`config.mk`:
```
export PLATFORM = sky130hd
export DESIGN_NAME = led_effect_color_renderer_flat
export DESIGN_NICKNAME = d
export VERILOG_FILES = /design/src/hw/rtl/lecr_pkg.sv /design/src/hw/rtl/lecr_if.sv /design/src/hw/rtl/lecr_mul.sv /design/src/hw/rtl/lecr_fsm.sv /design/src/hw/rtl/led_effect_color_renderer.sv /design/src/flat_wrapper.sv
export VERILOG_INCLUDE_DIRS = /design/src /design/src/hw/rtl
export SDC_FILE = /design/constraint.sdc
export NUM_CORES = 2
export LEC_CHECK = 0
export ABC_CLOCK_PERIOD_IN_PS = 23000
export BUFFER_PORTS_ARGS = -buffer_cell sky130_fd_sc_hd__buf_2
export CAP_MARGIN = 15
export CORE_ASPECT_RATIO = 0.9
export CORE_MARGIN = 1
export CORE_UTILIZATION = 45
export DETAILED_ROUTE_END_ITERATION = 16
export PLACE_DENSITY = 0.71
export SLEW_MARGIN = 25
export SYNTH_ARGS = -nofsm -noshare
export SYNTH_HDL_FRONTEND = slang
export SYNTH_SLANG_ARGS = --single-unit
```
`constraint.sdc`:
```
create_clock -name clock -period 23 [get_ports clock]
set_input_delay 2.3 -clock clock [delete_from_list [all_inputs] [get_ports clock]]
set_output_delay 2.3 -clock clock [all_outputs]
set_load 0.01 [all_outputs]
```
`src/hw/rtl/led_effect_color_renderer_macros.svh`:
```
// Assertion helpers for the LED color renderer.
// In simulation, each macro expands to a concurrent assertion on clock, disabled in reset; else it is empty.
`ifndef LED_EFFECT_COLOR_RENDERER_MACROS_SVH
`define LED_EFFECT_COLOR_RENDERER_MACROS_SVH
`ifndef SYNTHESIS
`define LECR_ASSERT_IMP(label, cond, expr) \
   label: assert property (@(posedge clock) disable iff (reset) (cond) |-> (expr)) \
      else $error("lecr assertion failed");
`define LECR_ASSERT_NEXT(label, cond, expr) \
   label: assert property (@(posedge clock) disable iff (reset) (cond) |=> (expr)) \
      else $error("lecr assertion failed");
`else
`define LECR_ASSERT_IMP(label, cond, expr)
`define LECR_ASSERT_NEXT(label, cond, expr)
`endif
`endif

```
`src/hw/rtl/lecr_pkg.sv`:
```
`default_nettype none
package lecr_pkg;

   localparam int POSITION_COUNT = 128;
   localparam int TRAVEL_LIMIT   = 255;

   localparam int CSR_INDEX_W = 3;
   localparam int CSR_DATA_W  = 24;

   // reciprocals for exact floor division by constants
   localparam int RECIP_SHIFT = 26;
   localparam logic [31:0] POS_RECIP =
      32'((2**RECIP_SHIFT + POSITION_COUNT - 2) / (POSITION_COUNT - 1));
   localparam logic [31:0] TRAVEL_RECIP =
      32'((2**RECIP_SHIFT + TRAVEL_LIMIT - 1) / TRAVEL_LIMIT);
   localparam logic [31:0] DIV5_RECIP   = 32'hCCCC_CCCD;  // >> 34
   localparam logic [31:0] DIV255_RECIP = 32'd269488145;  // >> 36
   localparam logic [7:0]  TRAVEL_MAX   = 8'(TRAVEL_LIMIT);

   localparam logic [2:0] MODE_GRADIENT = 3'd1;
   localparam logic [2:0] MODE_AURORA   = 3'd2;
   localparam logic [2:0] MODE_REACTIVE = 3'd3;
   localparam logic [2:0] MODE_HEATMAP  = 3'd4;

   localparam logic [2:0] DIR_WEST   = 3'd1;
   localparam logic [2:0] DIR_SOUTH  = 3'd3;
   localparam logic [2:0] DIR_RADIAL = 3'd4;

   typedef enum logic [2:0] {
      CSR_LIGHTS,
      CSR_MODE,
      CSR_DIR,
      CSR_SPEED,
      CSR_PRIMARY,
      CSR_SECONDARY,
      CSR_REACTIVE
   } csr_index_type;

   typedef enum logic [3:0] {
      ST_IDLE,
      ST_WEIGHT,
      ST_SETW,
      ST_TIME,
      ST_DIV20,
      ST_PHASE,
      ST_DIV510,
      ST_TRI,
      ST_MIX_R,
      ST_MIX_G,
      ST_MIX_B,
      ST_FIN,
      ST_DONE
   } state_type;

   typedef enum logic [2:0] {
      OP_POS,
      OP_HEAT,
      OP_TIME,
      OP_DIV20,
      OP_DIV510,
      OP_MIX_R,
      OP_MIX_G,
      OP_MIX_B
   } mul_op_type;

   typedef enum logic [1:0] {
      KIND_FIXED,
      KIND_GRADIENT,
      KIND_AURORA,
      KIND_HEAT
   } kind_type;

   typedef struct packed {
      logic       idle;
      logic       heat;
      mul_op_type op;
      logic       ld_weight;
      logic       ld_phase;
      logic       ld_tri;
      logic       ld_red;
      logic       ld_green;
      logic       ld_blue;
      logic       done;
   } ctrl_type;

   // (s + 127) / 255 for s below 65026, shift-add form
   function automatic logic [7:0] div255_round(input logic [15:0] s);
      logic [16:0] x;
      logic [16:0] t;
      x = {1'b0, s} + 17'd127;
      t = x + 17'd1 + {8'd0, x[16:8]};
      return t[15:8];
   endfunction

endpackage
`default_nettype wire

```
`src/hw/rtl/lecr_if.sv`:
```
`default_nettype none
interface lecr_req_if;
   logic        valid;
   logic        ready;
   logic        func;
   logic        first_key;
   logic [7:0]  key_travel;
   logic [6:0]  led_position;
   logic        led_present;
   logic [31:0] elapsed_ms;

   modport source (output valid, func, first_key, key_travel, led_position,
                   led_present, elapsed_ms, input ready);
   modport sink (input valid, func, first_key, key_travel, led_position,
                 led_present, elapsed_ms, output ready);
endinterface

interface lecr_rsp_if;
   logic       valid;
   logic       ready;
   logic [6:0] out_position;
   logic [7:0] red;
   logic [7:0] green;
   logic [7:0] blue;

   modport source (output valid, out_position, red, green, blue, input ready);
   modport sink (input valid, out_position, red, green, blue, output ready);
endinterface
`default_nettype wire

```
`src/hw/rtl/lecr_mul.sv`:
```
`default_nettype none
// shared 32x32 multiplier, product registered
module lecr_mul (
   input  wire logic        clock,
   input  wire logic [31:0] op_a,
   input  wire logic [31:0] op_b,
   output logic      [63:0] prod
);

   logic [63:0] prod_ff;
   logic [63:0] prod_in;

   assign prod_in = {32'd0, op_a} * {32'd0, op_b};

   always_ff @(posedge clock) begin
      prod_ff <= prod_in;
   end

   assign prod = prod_ff;

endmodule
`default_nettype wire

```
`src/hw/rtl/lecr_fsm.sv`:
```
`default_nettype none
module lecr_fsm (
   input  wire logic               clock,
   input  wire logic               reset,
   input  wire logic               start,
   input  wire lecr_pkg::kind_type kind,
   input  wire logic               out_free,
   output lecr_pkg::ctrl_type      ctrl
);

   lecr_pkg::state_type state_ff;
   lecr_pkg::state_type state_in;
   lecr_pkg::kind_type  kind_ff;
   lecr_pkg::kind_type  kind_in;

   always_ff @(posedge clock) begin
      if (reset) begin
         state_ff <= lecr_pkg::ST_IDLE;
      end else begin
         state_ff <= state_in;
      end
      kind_ff <= kind_in;
   end

   assign kind_in = (state_ff == lecr_pkg::ST_IDLE && start) ? kind : kind_ff;

   always_comb begin
      state_in = state_ff;
      case (state_ff)
         lecr_pkg::ST_IDLE: begin
            if (start) begin
               state_in = (kind == lecr_pkg::KIND_FIXED) ? lecr_pkg::ST_DONE
                                                          : lecr_pkg::ST_WEIGHT;
            end
         end
         lecr_pkg::ST_WEIGHT: state_in = lecr_pkg::ST_SETW;
         lecr_pkg::ST_SETW: begin
            state_in = (kind_ff == lecr_pkg::KIND_AURORA) ? lecr_pkg::ST_TIME
                                                           : lecr_pkg::ST_MIX_R;
         end
         lecr_pkg::ST_TIME:   state_in = lecr_pkg::ST_DIV20;
         lecr_pkg::ST_DIV20:  state_in = lecr_pkg::ST_PHASE;
         lecr_pkg::ST_PHASE:  state_in = lecr_pkg::ST_DIV510;
         lecr_pkg::ST_DIV510: state_in = lecr_pkg::ST_TRI;
         lecr_pkg::ST_TRI:    state_in = lecr_pkg::ST_MIX_R;
         lecr_pkg::ST_MIX_R:  state_in = lecr_pkg::ST_MIX_G;
         lecr_pkg::ST_MIX_G:  state_in = lecr_pkg::ST_MIX_B;
         lecr_pkg::ST_MIX_B:  state_in = lecr_pkg::ST_FIN;
         lecr_pkg::ST_FIN:    state_in = lecr_pkg::ST_DONE;
         lecr_pkg::ST_DONE: begin
            if (out_free) begin
               state_in = lecr_pkg::ST_IDLE;
            end
         end
         default: state_in = lecr_pkg::ST_IDLE;
      endcase
   end

   always_comb begin
      ctrl      = '0;
      ctrl.op   = lecr_pkg::OP_POS;
      ctrl.heat = (kind_ff == lecr_pkg::KIND_HEAT);
      case (state_ff)
         lecr_pkg::ST_IDLE:   ctrl.idle = 1'b1;
         lecr_pkg::ST_WEIGHT: begin
            ctrl.op = (kind_ff == lecr_pkg::KIND_HEAT) ? lecr_pkg::OP_HEAT
                                                       : lecr_pkg::OP_POS;
         end
         lecr_pkg::ST_SETW:   ctrl.ld_weight = 1'b1;
         lecr_pkg::ST_TIME:   ctrl.op = lecr_pkg::OP_TIME;
         lecr_pkg::ST_DIV20:  ctrl.op = lecr_pkg::OP_DIV20;
         lecr_pkg::ST_PHASE:  ctrl.ld_phase = 1'b1;
         lecr_pkg::ST_DIV510: ctrl.op = lecr_pkg::OP_DIV510;
         lecr_pkg::ST_TRI:    ctrl.ld_tri = 1'b1;
         lecr_pkg::ST_MIX_R:  ctrl.op = lecr_pkg::OP_MIX_R;
         lecr_pkg::ST_MIX_G: begin
            ctrl.op     = lecr_pkg::OP_MIX_G;
            ctrl.ld_red = 1'b1;
         end
         lecr_pkg::ST_MIX_B: begin
            ctrl.op       = lecr_pkg::OP_MIX_B;
            ctrl.ld_green = 1'b1;
         end
         lecr_pkg::ST_FIN:    ctrl.ld_blue = 1'b1;
         lecr_pkg::ST_DONE:   ctrl.done = 1'b1;
         default:             ctrl.idle = 1'b0;
      endcase
   end

endmodule
`default_nettype wire

```
`src/hw/rtl/led_effect_color_renderer.sv`:
```
`default_nettype none
// Channel    Dir  Handshake          Payload
// req_chan   in   valid/ready        func, first_key, key_travel, led_position,
//                                    led_present, elapsed_ms
// rsp_chan   out  valid/ready        out_position, red, green, blue
// csr_*      in   csr_we, no ready   csr_index, csr_wdata
//
// Travel request: never blocks. Render request, until ready again:
// off/absent/static/reactive go to done; gradient/heatmap: weight, mix steps;
// aurora adds phase steps. One shared 32x32 multiplier, one product a cycle.
// Reset is synchronous, active high; clears config, peak travel and control.
// A finished color waits in the output register; a new request is taken
// meanwhile, and the sequencer holds in its last state while rsp is stalled.
`include "led_effect_color_renderer_macros.svh"
module led_effect_color_renderer (
   input  wire logic                              clock,
   input  wire logic                              reset,
   lecr_req_if.sink                               req_chan,
   lecr_rsp_if.source                             rsp_chan,
   input  wire logic                              csr_we,
   input  wire logic [lecr_pkg::CSR_INDEX_W-1:0]  csr_index,
   input  wire logic [lecr_pkg::CSR_DATA_W-1:0]   csr_wdata
);

   // configuration
   logic        lights_ff;
   logic [2:0]  mode_ff;
   logic [2:0]  dir_ff;
   logic [7:0]  speed_ff;
   logic [23:0] primary_ff;
   logic [23:0] secondary_ff;
   logic [23:0] reactive_ff;

   always_ff @(posedge clock) begin
      if (reset) begin
         lights_ff    <= 1'b0;
         mode_ff      <= '0;
         dir_ff       <= '0;
         speed_ff     <= '0;
         primary_ff   <= '0;
         secondary_ff <= '0;
         reactive_ff  <= '0;
      end else if (csr_we) begin
         case (lecr_pkg::csr_index_type'(csr_index))
            lecr_pkg::CSR_LIGHTS:    lights_ff    <= csr_wdata[0];
            lecr_pkg::CSR_MODE:      mode_ff      <= csr_wdata[2:0];
            lecr_pkg::CSR_DIR:       dir_ff       <= csr_wdata[2:0];
            lecr_pkg::CSR_SPEED:     speed_ff     <= csr_wdata[7:0];
            lecr_pkg::CSR_PRIMARY:   primary_ff   <= csr_wdata;
            lecr_pkg::CSR_SECONDARY: secondary_ff <= csr_wdata;
            lecr_pkg::CSR_REACTIVE:  reactive_ff  <= csr_wdata;
            default: ;
         endcase
      end
   end

   lecr_pkg::ctrl_type ctrl;
   lecr_pkg::kind_type kind;
   logic               req_fire;
   logic               render_start;
   logic               out_free;
   logic               out_load;
   logic [63:0]        prod;

   assign req_chan.ready = ctrl.idle;
   assign req_fire       = req_chan.valid && req_chan.ready;
   assign render_start   = req_fire && req_chan.func;

   // peak travel
   logic [7:0] peak_ff;
   logic [7:0] peak_in;
   logic [7:0] travel_sat;

   assign travel_sat = (req_chan.key_travel > lecr_pkg::TRAVEL_MAX) ? lecr_pkg::TRAVEL_MAX
                                                                     : req_chan.key_travel;

   always_comb begin
      peak_in = peak_ff;
      if (req_fire && !req_chan.func && (req_chan.first_key || travel_sat > peak_ff)) begin
         peak_in = travel_sat;
      end
   end

   always_ff @(posedge clock) begin
      if (reset) begin
         peak_ff <= '0;
      end else begin
         peak_ff <= peak_in;
      end
   end

   // what kind of work a render request needs
   logic [23:0] fixed_color;

   always_comb begin
      kind        = lecr_pkg::KIND_FIXED;
      fixed_color = primary_ff;
      if (!lights_ff || !req_chan.led_present) begin
         fixed_color = '0;
      end else begin
         case (mode_ff)
            lecr_pkg::MODE_GRADIENT: kind = lecr_pkg::KIND_GRADIENT;
            lecr_pkg::MODE_AURORA:   kind = lecr_pkg::KIND_AURORA;
            lecr_pkg::MODE_HEATMAP:  kind = lecr_pkg::KIND_HEAT;
            lecr_pkg::MODE_REACTIVE: begin
               fixed_color = (peak_ff == 8'd0) ? primary_ff : reactive_ff;
            end
            default: fixed_color = primary_ff;
         endcase
      end
   end

   lecr_fsm u_fsm (
      .clock    (clock),
      .reset    (reset),
      .start    (render_start),
      .kind     (kind),
      .out_free (out_free),
      .ctrl     (ctrl)
   );

   // working registers
   logic [6:0]  pos_ff;
   logic [31:0] ms_ff;
   logic [7:0]  w_ff;
   logic [28:0] phase_ff;
   logic [7:0]  red_ff;
   logic [7:0]  green_ff;
   logic [7:0]  blue_ff;

   // shared multiplier operands
   logic [14:0] pos_x255;
   logic [15:0] peak_x255;
   logic [23:0] color_b;
   logic [31:0] op_a;
   logic [31:0] op_b;
   logic [31:0] mix_b;

   assign pos_x255  = {pos_ff, 8'd0} - {8'd0, pos_ff};
   assign peak_x255 = {peak_ff, 8'd0} - {8'd0, peak_ff};
   assign color_b   = ctrl.heat ? reactive_ff : secondary_ff;
   // {w, 255-w}: the middle lane of the product is a*(255-w) + b*w
   assign mix_b     = {8'd0, w_ff, 8'd0, ~w_ff};

   always_comb begin
      op_a = '0;
      op_b = '0;
      case (ctrl.op)
         lecr_pkg::OP_POS: begin
            op_a = {17'd0, pos_x255};
            op_b = lecr_pkg::POS_RECIP;
         end
         lecr_pkg::OP_HEAT: begin
            op_a = {16'd0, peak_x255};
            op_b = lecr_pkg::TRAVEL_RECIP;
         end
         lecr_pkg::OP_TIME: begin
            op_a = ms_ff;
            op_b = {24'd0, speed_ff} + 32'd1;
         end
         lecr_pkg::OP_DIV20: begin
            op_a = {2'd0, prod[31:2]};
            op_b = lecr_pkg::DIV5_RECIP;
         end
         lecr_pkg::OP_DIV510: begin
            op_a = {4'd0, phase_ff[28:1]};
            op_b = lecr_pkg::DIV255_RECIP;
         end
         lecr_pkg::OP_MIX_R: begin
            op_a = {8'd0, primary_ff[23:16], 8'd0, color_b[23:16]};
            op_b = mix_b;
         end
         lecr_pkg::OP_MIX_G: begin
            op_a = {8'd0, primary_ff[15:8], 8'd0, color_b[15:8]};
            op_b = mix_b;
         end
         lecr_pkg::OP_MIX_B: begin
            op_a = {8'd0, primary_ff[7:0], 8'd0, color_b[7:0]};
            op_b = mix_b;
         end
         default: begin
            op_a = '0;
            op_b = '0;
         end
      endcase
   end

   lecr_mul u_mul (
      .clock (clock),
      .op_a  (op_a),
      .op_b  (op_b),
      .prod  (prod)
   );

   // weight from the reciprocal product, saturated, then direction rule (not for heatmap)
   logic [7:0]  n_sat;
   logic [7:0]  sweep_w;
   logic [20:0] qq;
   logic [29:0] qq_x510;
   logic [28:0] rem_full;
   logic [8:0]  rem;
   logic [8:0]  rem_back;
   logic [7:0]  tri_w;
   logic [7:0]  chan;

   assign n_sat = (|prod[63:34]) ? 8'hFF : prod[33:26];

   always_comb begin
      if (dir_ff == lecr_pkg::DIR_WEST || dir_ff == lecr_pkg::DIR_SOUTH) begin
         sweep_w = ~n_sat;
      end else if (dir_ff == lecr_pkg::DIR_RADIAL) begin
         sweep_w = {n_sat[7] ? ~n_sat[6:0] : n_sat[6:0], 1'b0};
      end else begin
         sweep_w = n_sat;
      end
   end

   // phase mod 510 = phase - 510 * ((phase >> 1) / 255)
   assign qq       = prod[56:36];
   assign qq_x510  = {qq, 9'd0} - {8'd0, qq, 1'b0};
   assign rem_full = phase_ff - qq_x510[28:0];
   assign rem      = rem_full[8:0];
   assign rem_back = 9'd510 - rem;
   assign tri_w    = rem[8] ? rem_back[7:0] : rem[7:0];

   assign chan = lecr_pkg::div255_round(prod[31:16]);

   always_ff @(posedge clock) begin
      if (render_start) begin
         pos_ff <= req_chan.led_position;
         ms_ff  <= req_chan.elapsed_ms;
      end
      if (ctrl.ld_weight) begin
         w_ff <= ctrl.heat ? n_sat : sweep_w;
      end else if (ctrl.ld_tri) begin
         w_ff <= tri_w;
      end
      if (ctrl.ld_phase) begin
         phase_ff <= {1'b0, prod[61:34]} + {20'd0, w_ff, 1'b0};
      end
      if (render_start) begin
         red_ff   <= fixed_color[23:16];
         green_ff <= fixed_color[15:8];
         blue_ff  <= fixed_color[7:0];
      end else begin
         if (ctrl.ld_red) begin
            red_ff <= chan;
         end
         if (ctrl.ld_green) begin
            green_ff <= chan;
         end
         if (ctrl.ld_blue) begin
            blue_ff <= chan;
         end
      end
   end

   // output register
   logic       rsp_valid_ff;
   logic       rsp_valid_in;
   logic [6:0] rsp_pos_ff;
   logic [7:0] rsp_red_ff;
   logic [7:0] rsp_green_ff;
   logic [7:0] rsp_blue_ff;

   assign out_free = !rsp_valid_ff || rsp_chan.ready;
   assign out_load = ctrl.done && out_free;

   always_comb begin
      rsp_valid_in = rsp_valid_ff;
      if (out_load) begin
         rsp_valid_in = 1'b1;
      end else if (rsp_chan.ready) begin
         rsp_valid_in = 1'b0;
      end
   end

   always_ff @(posedge clock) begin
      if (reset) begin
         rsp_valid_ff <= 1'b0;
      end else begin
         rsp_valid_ff <= rsp_valid_in;
      end
      if (out_load) begin
         rsp_pos_ff   <= pos_ff;
         rsp_red_ff   <= red_ff;
         rsp_green_ff <= green_ff;
         rsp_blue_ff  <= blue_ff;
      end
   end

   assign rsp_chan.valid        = rsp_valid_ff;
   assign rsp_chan.out_position = rsp_pos_ff;
   assign rsp_chan.red          = rsp_red_ff;
   assign rsp_chan.green        = rsp_green_ff;
   assign rsp_chan.blue         = rsp_blue_ff;

   `LECR_ASSERT_NEXT(a_render_blocks, render_start, !req_chan.ready)
   `LECR_ASSERT_NEXT(a_travel_no_stall, req_fire && !req_chan.func, req_chan.ready)
   `LECR_ASSERT_NEXT(a_dark_is_direct, render_start && !lights_ff, ctrl.done)
   `LECR_ASSERT_IMP(a_load_only_done, out_load, !ctrl.idle)

endmodule
`default_nettype wire

```
`src/flat_wrapper.sv`:
```
// flat-port wrapper written by rule: the top's interface ports become plain ports
module led_effect_color_renderer_flat 
  (clock, reset, csr_we, csr_index, csr_wdata, req_chan_valid, req_chan_func, req_chan_first_key, req_chan_key_travel, req_chan_led_position, req_chan_led_present, req_chan_elapsed_ms, req_chan_ready, rsp_chan_valid, rsp_chan_out_position, rsp_chan_red, rsp_chan_green, rsp_chan_blue, rsp_chan_ready);
  lecr_req_if req_chan_i ();
  lecr_rsp_if rsp_chan_i ();
  input  wire logic clock;
  input  wire logic reset;
  input  wire logic csr_we;
  input  wire logic [lecr_pkg::CSR_INDEX_W-1:0] csr_index;
  input  wire logic [lecr_pkg::CSR_DATA_W-1:0] csr_wdata;
  input wire logic [$bits(req_chan_i.valid)-1:0] req_chan_valid;
  input wire logic [$bits(req_chan_i.func)-1:0] req_chan_func;
  input wire logic [$bits(req_chan_i.first_key)-1:0] req_chan_first_key;
  input wire logic [$bits(req_chan_i.key_travel)-1:0] req_chan_key_travel;
  input wire logic [$bits(req_chan_i.led_position)-1:0] req_chan_led_position;
  input wire logic [$bits(req_chan_i.led_present)-1:0] req_chan_led_present;
  input wire logic [$bits(req_chan_i.elapsed_ms)-1:0] req_chan_elapsed_ms;
  output wire logic [$bits(req_chan_i.ready)-1:0] req_chan_ready;
  output wire logic [$bits(rsp_chan_i.valid)-1:0] rsp_chan_valid;
  output wire logic [$bits(rsp_chan_i.out_position)-1:0] rsp_chan_out_position;
  output wire logic [$bits(rsp_chan_i.red)-1:0] rsp_chan_red;
  output wire logic [$bits(rsp_chan_i.green)-1:0] rsp_chan_green;
  output wire logic [$bits(rsp_chan_i.blue)-1:0] rsp_chan_blue;
  input wire logic [$bits(rsp_chan_i.ready)-1:0] rsp_chan_ready;
  assign req_chan_i.valid = req_chan_valid;
  assign req_chan_i.func = req_chan_func;
  assign req_chan_i.first_key = req_chan_first_key;
  assign req_chan_i.key_travel = req_chan_key_travel;
  assign req_chan_i.led_position = req_chan_led_position;
  assign req_chan_i.led_present = req_chan_led_present;
  assign req_chan_i.elapsed_ms = req_chan_elapsed_ms;
  assign req_chan_ready = req_chan_i.ready;
  assign rsp_chan_valid = rsp_chan_i.valid;
  assign rsp_chan_out_position = rsp_chan_i.out_position;
  assign rsp_chan_red = rsp_chan_i.red;
  assign rsp_chan_green = rsp_chan_i.green;
  assign rsp_chan_blue = rsp_chan_i.blue;
  assign rsp_chan_i.ready = rsp_chan_ready;
  led_effect_color_renderer u_core (.clock(clock), .reset(reset), .req_chan(req_chan_i), .rsp_chan(rsp_chan_i), .csr_we(csr_we), .csr_index(csr_index), .csr_wdata(csr_wdata));
endmodule
```
==> metrics <==
grt total ovfl 0; Crit path top cell by count fa_1; Reg-to-Reg End u_core.u_mul.prod[63]; CTS clk-pin slew, worst paths 0.06 ns; routed wire length 145000 um; most common cell after layout, fill and taps aside inv_1; drc violations 0; top_reg_cell synth dfxtp_1; FFs w/ async S/R, synth 0; status completed; # hold bufs at CTS 0; Routed Antenna Nets 0; CP Class reg2reg; crit path max-delay cell type nor2b_1; sequential fraction of the synthesis area 0.173; IO Pins 115; Skew-Pair Late Insertion Delay 0.58 ns; Placer Congestion 1.04; most frequent cells in the layout 899 x inv_1, 737 x fa_1, 462 x nand2_1; core box area 91600 um^2; Ys Warns 0; Via density 5.63; Crit Path Max Fanout 25; share of cells above drive strength 1 0.0695; die width 323 um; r2r setup slk 12.00 ns; CTS Buf Count 35; Final Max Slew Viols 0; R2R Path Start u_core.u_fsm.state_ff[2]; crit path DAT 11.41 ns; critical path's top delay family adder cells; Pre-antenna DRT Iters 8; Mapped Cells 4440; Yosys reg bits 295; Clock Tree Root clkbuf_16; critical path capture point type flop; Setup Total Neg Slack 0 ns; final setup violation count 0; RSZ-0062 raised after global routing false; delay of the slowest critical-path stage 0.80 ns; largest net degree at the start of global routing 100; EDFF count, synth 133; I/O Buffers 114; 1st-iter DRT viols 3486; routed len/inst 24.9 um; Period minus WS final 11.00 ns; WP data required 23.41 ns; Achievable Freq 90.9 MHz; Max-slew headroom 0.268; Post-CTS Repair Setup Buffers 0; post-cts gate resize count 0; clk buf depth 3; Fin. Hold Viols 0; initial antenna violation count 8; detailed placement HPWL 120000 um; WHS Endpoint u_core.rsp_chan.blue[6]; Avg Inst Size Synth 9.41 um^2; TritonCTS Sinks 295; Critical Path Start Type flop; WHS Path Cells 0; Area growth syn-to-layout 8.43%; Die Area 94000 um^2; Reg2Reg Depth 32; row cnt 105; post-synth cell types 97; Net count, final 5810; Placement Cell Area 44100 um^2; CTS tree built; clk_skew 0.0542 ns; first-pass GRT wire length 216000 um; # Max-Cap Violations 0; via count 32900; vias in the first global route 33700; Tightest Hold Check Type reg2reg; number of buffers and inverters on the critical path 6; H-tree Lvls 2; Die Y 291 um; Initial Util 0.456; worst slew pin tran 1.10 ns; period utilization 0.478; Hold Startpoint u_core.blue_ff[6]; post-route cell area 45300 um^2; Tot GR Track Use 0.316; post-synthesis instance area 41800 um^2
## sequential cells by signal, indices dropped and copies added, names as in the netlist, 8 cells and up
register               cells
u_core.u_mul.prod         62
u_core.rsp_chan.green      8
u_core.speed_ff            8
u_core.blue_ff             8
u_core.reactive_ff        24
u_core.secondary_ff       24
u_core.peak_ff             8
u_core.ms_ff              32
u_core.phase_ff           29
u_core.red_ff              8
u_core.rsp_chan.blue       8
u_core.w_ff                8
u_core.green_ff            8
u_core.primary_ff         24
u_core.rsp_chan.red        8
## worst max-delay path by stage
stage	endpoint	cells after the start	startpoint	slack, ns
6_report	u_core.u_mul.prod[63]	32	u_core.u_fsm.state_ff[2]	12.00
5_1_grt	u_core.u_mul.prod[63]	32	u_core.u_fsm.state_ff[2]	11.49
4_1_cts	u_core.u_mul.prod[63]	32	u_core.u_fsm.state_ff[2]	12.21
3_5_place_dp	u_core.u_mul.prod[63]	32	u_core.u_fsm.state_ff[2]	12.28
3_3_place_gp	u_core.u_mul.prod[63]	30	u_core.u_fsm.state_ff[2]	12.50
2_1_floorplan	u_core.u_mul.prod[42]	30	u_core.u_fsm.kind_ff[0]	14.83
## per-stage QoR
step	worst slack [ns]	cells	utilization	hold WS [ns]
after global placement	12.50	5772	0.481	0.405
final	12.00	5841	0.495	0.391
after floorplan	14.83	4523	-	0.400
after detailed placement	12.28	5772	0.481	0.407
after global routing	11.49	5836	0.494	0.405
after CTS	12.21	5835	0.494	0.393
## Yosys cell counts (5+ instances only)
library cell  count  area (um^2)
fa_1            737        14800
nor2b_1          16          100
and3_1           37          231
nand4_1          31          194
a21oi_1         192          961
o221ai_1          8         70.1
o21a_1           14          105
o21ai_0          90          450
o21ai_2           6         52.6
a31oi_1          13         81.3
a22oi_1          18          135
and4_1           15          131
o211ai_1         11         82.6
a21o_1           52          390
or3_1             9         56.3
nor4_1           16          100
nand3_1          56          280
o221a_2           5         56.3
edfxtp_1        133         3990
or2_2            25          156
clkbuf_1        102          383
buf_2            45          225
a211oi_1         11         82.6
o31ai_1           8         60.1
nor3_1           36          180
mux2i_1          62          621
nor2_1          435         1630
o21ai_1           6         30.0
and2_1           14         87.6
dfxtp_1         162         3240
o21bai_1         18          135
nand2_1         462         1730
buf_1             7         26.3
xor2_1           50          438
inv_1           900         3380
ha_1            411         5140
nand2b_1         29          181
o22ai_1           9         56.3
xnor2_1          89          780
## layout make-up
type	count	area [um^2]
fill	8583	46300
multi-input combinational	3167	30900
sequential	295	7240
inverter	900	3380
tap	1230	1540
timing repair buffer	181	1090
clock buffer	48	997
clock inverter	15	168
antenna	5	12.5
## cell families after synthesis
family | share of synthesized area
and+or+nand+nor | 0.130
adders and majority gates | 0.476
buffers and inverters | 0.0974
AOI/OAI and AO/OA | 0.0791
DFF | 0.173
xor gates and xnor gates | 0.0292
muxes | 0.0149
other | 0.000180
## worst reg2reg max path: cells and delay by family, from the launching register on
kind	cells	cell delay [ns]
simple gates	9	2.71
xor+xnor	1	0.10
compound gates	7	2.15
flops	1	0.72
fa+ha+maj	9	4.32
buf+inv	6	0.84
## per-layer routing
layer  routed length (um)  part of all wire  GRT usage
met1                58000              0.40      0.430
met5                   12          0.000083          0
met2                63100              0.43      0.467
met3                15600              0.11     0.0764
met4                 8600             0.059      0.157
Power is left out: the tool's default activity adds up to more than one toggle a clock period on the data nets, which glitch-free logic cannot reach.
